`src/rtl/actc_pkg.sv`:
```
// ----------------------------------------------------------------------------
// actc_pkg
// Shared widths, register indexes and the CORDIC arctangent table for the
// accelerometer calibration and tilt angle block.
// ----------------------------------------------------------------------------
package actc_pkg;

    localparam int RAW_W    = 16;
    localparam int COEF_W   = 20;
    localparam int CAL_W    = 20;
    localparam int REG_W    = 60;
    localparam int ANGLE_W  = 15;
    localparam int ATAN_LEN = 24;
    localparam int ZW       = 26;
    localparam int XYW      = 32;
    localparam int SQ_N     = 28;
    localparam int V_W      = 56;

    localparam logic [ANGLE_W-1:0] ANGLE_MAX = 15'd23040;

    typedef enum logic [1:0] {
        CFG_ROW0   = 2'd0,
        CFG_ROW1   = 2'd1,
        CFG_ROW2   = 2'd2,
        CFG_OFFSET = 2'd3
    } t_cfg_idx;

    function automatic logic signed [ZW-1:0] atan_q16(input int idx);
        logic signed [ZW-1:0] v;
        begin
            unique case (idx)
                0:  v = 26'sd2949120;
                1:  v = 26'sd1740967;
                2:  v = 26'sd919879;
                3:  v = 26'sd466945;
                4:  v = 26'sd234379;
                5:  v = 26'sd117304;
                6:  v = 26'sd58666;
                7:  v = 26'sd29335;
                8:  v = 26'sd14668;
                9:  v = 26'sd7334;
                10: v = 26'sd3667;
                11: v = 26'sd1833;
                12: v = 26'sd917;
                13: v = 26'sd458;
                14: v = 26'sd229;
                15: v = 26'sd115;
                16: v = 26'sd57;
                17: v = 26'sd29;
                18: v = 26'sd14;
                19: v = 26'sd7;
                20: v = 26'sd4;
                21: v = 26'sd2;
                22: v = 26'sd1;
                default: v = 26'sd0;
            endcase
            return v;
        end
    endfunction

endpackage

```
`src/rtl/actc_cal_lane.sv`:
```
// ----------------------------------------------------------------------------
// actc_cal_lane
// One calibration row: three products, offset add, rounding and saturation.
// Two register stages.
// ----------------------------------------------------------------------------
module actc_cal_lane (
    input  logic                                i_clk,
    input  logic                                i_en,
    input  logic signed [actc_pkg::RAW_W-1:0]   i_raw0,
    input  logic signed [actc_pkg::RAW_W-1:0]   i_raw1,
    input  logic signed [actc_pkg::RAW_W-1:0]   i_raw2,
    input  logic        [actc_pkg::REG_W-1:0]   i_row,
    input  logic signed [actc_pkg::CAL_W-1:0]   i_off,
    output logic signed [actc_pkg::CAL_W-1:0]   o_cal
);

    localparam int PW = actc_pkg::RAW_W + actc_pkg::COEF_W;
    localparam int AW = PW + 3;

    logic signed [PW-1:0] r_p0, r_p1, r_p2;
    logic signed [AW-1:0] acc;
    logic signed [AW-13:0] sh;
    logic signed [actc_pkg::CAL_W-1:0] n_cal;

    always_ff @(posedge i_clk) begin
        if (i_en) begin
            r_p0 <= i_raw0 * $signed(i_row[19:0]);
            r_p1 <= i_raw1 * $signed(i_row[39:20]);
            r_p2 <= i_raw2 * $signed(i_row[59:40]);
        end
    end

    always_comb begin
        acc = AW'(r_p0) + AW'(r_p1) + AW'(r_p2)
            + (AW'(i_off) <<< 12) + AW'(2048);
        sh  = acc[AW-1:12];
        if (sh > (AW-12)'(524287)) begin
            n_cal = 20'sd524287;
        end else if (sh < -(AW-12)'(524288)) begin
            n_cal = -20'sd524288;
        end else begin
            n_cal = sh[actc_pkg::CAL_W-1:0];
        end
    end

    always_ff @(posedge i_clk) begin
        if (i_en) begin
            o_cal <= n_cal;
        end
    end

endmodule

```
`config.mk`:
```
export PLATFORM = sky130hd
export DESIGN_NAME = actc_cal_lane
export DESIGN_NICKNAME = d
export VERILOG_FILES = /design/src/rtl/actc_pkg.sv /design/src/rtl/actc_cal_lane.sv
export SDC_FILE = /design/constraint.sdc
export NUM_CORES = 2
export LEC_CHECK = 0
export ABC_AREA = 1
export BUFFER_PORTS_ARGS = -buffer_cell sky130_fd_sc_hd__clkbuf_2
export CORE_ASPECT_RATIO = 1.75
export CORE_MARGIN = 2
export CORE_UTILIZATION = 40
export DETAILED_ROUTE_END_ITERATION = 7
export GPL_ROUTABILITY_DRIVEN = 0
export PLACE_DENSITY_LB_ADDON = 0.12
export SLEW_MARGIN = 15
export SYNTH_ARGS = -nofsm -noshare
export SYNTH_HDL_FRONTEND = slang
export SYNTH_SLANG_ARGS = --single-unit
```
`constraint.sdc`:
```
create_clock -name i_clk -period 12.23 [get_ports i_clk]
set_clock_uncertainty 0.2 [all_clocks]
set_input_delay 3.669 -clock i_clk [delete_from_list [all_inputs] [get_ports i_clk]]
set_output_delay 3.669 -clock i_clk [all_outputs]
set_load 0.03 [all_outputs]
```
==> results.json <==
{
  "cts_resized": 0,
  "synth_flop_cell": "edfxtp_1",
  "crit_chain": "clkbuf_2, nand2_1, inv_1, fa_1, fa_1, fa_1, fa_1, fa_1, fa_1, ha_1, a21oi_1, o21ai_0, a221oi_1, o21ai_0, a21oi_1, xor2_1",
  "yosysTopAreaCellShare_pct": 45.3,
  "cts_setup_buffers": 0,
  "grt_setup_unrepaired": "no",
  "wl_per_cell_um": 17.3,
  "layout.nets": 6906,
  "r2r_slack_ns": 7.93,
  "multi_input_area_um2": 33500,
  "diodes": 0,
  "status": "finished clean",
  "clk_path_buf_depth": 2,
  "clk_pin_slew_ns": 0.06,
  "fillers": 11500,
  "r2r_cells": 18,
  "required_ns": 12.21,
  "cts_tree": "done",
  "viasPerCell": 4.73,
  "min_from": "r_p2[11]",
  "layout_min_cycle_time_ns": 9.75,
  "routed_wl_mm": 120,
  "hold_path_class": "flop to flop",
  "clk_latency_ns": 0.45,
  "coreArea_um2": 111000,
  "timing.fmax_ghz": 0.103,
  "grt_first_pass_wirelength_mm": 197,
  "worstMarginPinSlew_ns": 0.800,
  "crit_path_max_fanout": 20,
  "crit_buf_inv": 2,
  "cp.arrival_ns": 9.73,
  "drv_cap": 0,
  "ys_warn_count": 0,
  "synth_nets": 6937,
  "yosysUniqueCellTypes": 42,
  "fin_crit_sh_pct": 79.8,
  "finalSetupViolCount": 0,
  "dieArea_um2": 115000,
  "slew_headroom_pct": 46.6,
  "synth_seq_cells": 128,
  "crit_path_max_incr_delay_ns": 0.93,
  "drv_slew": 0,
  "io_pins": 150,
  "reg2reg_to": "o_cal[0]",
  "antenna_left": 0,
  "drive_above_1_share_pct": 4.74,
  "hold_end": "o_cal[0]",
  "syn-cell-area_um2": 44800,
  "setup-tns-final_ns": 0,
  "hpwl_mm": 105,
  "portBuffers": 149,
  "vias": 32800,
  "drtIter0Drc": 1345,
  "critPathSlowestCell": "fa_1",
  "synth_commonest_cells": "inv_1, nand2_1, fa_1",
  "avgSynthCellArea_um2": 8.19,
  "crit_top_cell": "fa_1",
  "grt_pass1_vias": 37100,
  "synthTopCellsByArea": "fa_1, inv_1, nand2_1, ha_1, edfxtp_1",
  "cts_buffers": 17,
  "final-seq-area_um2": 3840,
  "htreeDepth": 4,
  "hold_violations": 0,
  "die_y_um": 447,
  "path_delay_family": "adder cells",
  "async_flop_share_pct": 0,
  "rr_startpoint": "r_p0[12]",
  "rows": 162,
  "antenna_found_initial": 1,
  "hold_buffers": 0,
  "clock-sinks": 128,
  "area_growth_pct": 5.47,
  "track_usage_pct": 22.1,
  "initial_utilization_pct": 40.3,
  "drc": 0,
  "syn_inst": 5477,
  "die_width_um": 257,
  "critPathLaunchType": "input pin",
  "yosysMostFrequentCell": "inv_1",
  "grt_max_degree": 67,
  "synth-edff-count": 128,
  "hold_depth": 5,
  "seq_area_frac_synth_pct": 8.57,
  "yosysTopAreaCell": "fa_1",
  "crit_type": "input pin to flop",
  "root_buffer": "clkbuf_16",
  "firstDrtPassIters": 7,
  "endpoint_kind": "flop",
  "grt_overflow": 0
}
## area by class of cell
class | instances | share of cell area, %
inverters | 1787 | 14.2
clock inverters | 15 | 0.384
repair buffers | 154 | 1.67
well taps | 1476 | 3.90
clock buffers | 17 | 0.899
multi-input cells | 3358 | 70.8
flip-flops and latches | 128 | 8.13
## placed cells by master, fill, tap and decap left out, types with 7 or more instances in the layout
cell type	count
clkbuf_16	17
nor2_1	174
a31oi_1	7
xnor2_1	60
nand3_1	52
o211ai_1	7
inv_1	1783
o21bai_1	15
clkbuf_2	148
nor2_2	10
nand2_1	1241
ha_1	316
edfxtp_1	128
or2_2	13
o21ai_0	73
o21a_1	7
fa_1	1014
xor2_1	82
nand4_1	16
nor3_1	31
nand2_2	33
a21oi_1	160
## cell families (layout without fill, tap and decap cells)
group / count (synthesis) / count (layout) / synth area share (%)
flops: 128 / 128 / 8.57
fa+ha+maj: 1330 / 1330 / 54.1
simple gates: 1596 / 1596 / 14.3
xor+xnor: 142 / 142 / 2.77
compound gates: 290 / 290 / 3.57
buf+inv: 1991 / 1973 / 16.7
## metrics by stage
step / cell area (µm²) / util, % / worst slack [ns] / hold WS (ns) / instances
floorplan: 44800 / - / 2.95 / 0.756 / 5477
global placement: 46700 / 42.0 / 2.03 / 1.00 / 6903
detailed placement: 46700 / 42.0 / 2.04 / 0.980 / 6903
CTS: 47300 / 42.5 / 2.51 / 1.01 / 6935
global route: 47300 / 42.5 / 2.19 / 1.09 / 6935
finish: 47300 / 42.5 / 2.48 / 0.999 / 6935
## tightest hold or removal path: stages, from the launching register on
cell      delay, ns
edfxtp_1       0.38
fa_1           0.20
ha_1           0.22
xnor2_1        0.13
nand2_1        0.05
nand2_1        0.09
## how the worst max path moves through the flow
stage | start | end | slack, ns | cells past startpoint
floorplan | i_raw2[1] | r_p2[35] | 2.95 | 22
global placement | i_raw1[1] | r_p1[35] | 2.03 | 16
detailed placement | i_raw1[1] | r_p1[35] | 2.04 | 16
CTS | i_raw1[1] | r_p1[35] | 2.51 | 16
global route | i_raw0[1] | r_p0[34] | 2.19 | 21
finish | i_raw1[1] | r_p1[35] | 2.48 | 16
## state kept, by name, summed over array words and instances, names as in the netlist
register  count
r_p0         36
o_cal        20
r_p1         36
r_p2         36
## per-layer routing
metal | part of all wire [%] | routed length, µm | global-route usage [%] | vias up
li1 | - | - | - | 15300
met1 | 37 | 44400 | 24.3 | 16700
met2 | 58 | 69200 | 44.6 | 589
met3 | 1.9 | 2310 | 0.991 | 205
met4 | 3.6 | 4320 | 7.64 | 0
met5 | 0 | 0 | 0 | -
Power is not shown: default switching activity piles up to over one toggle a cycle in this logic, so the estimate is an artifact.
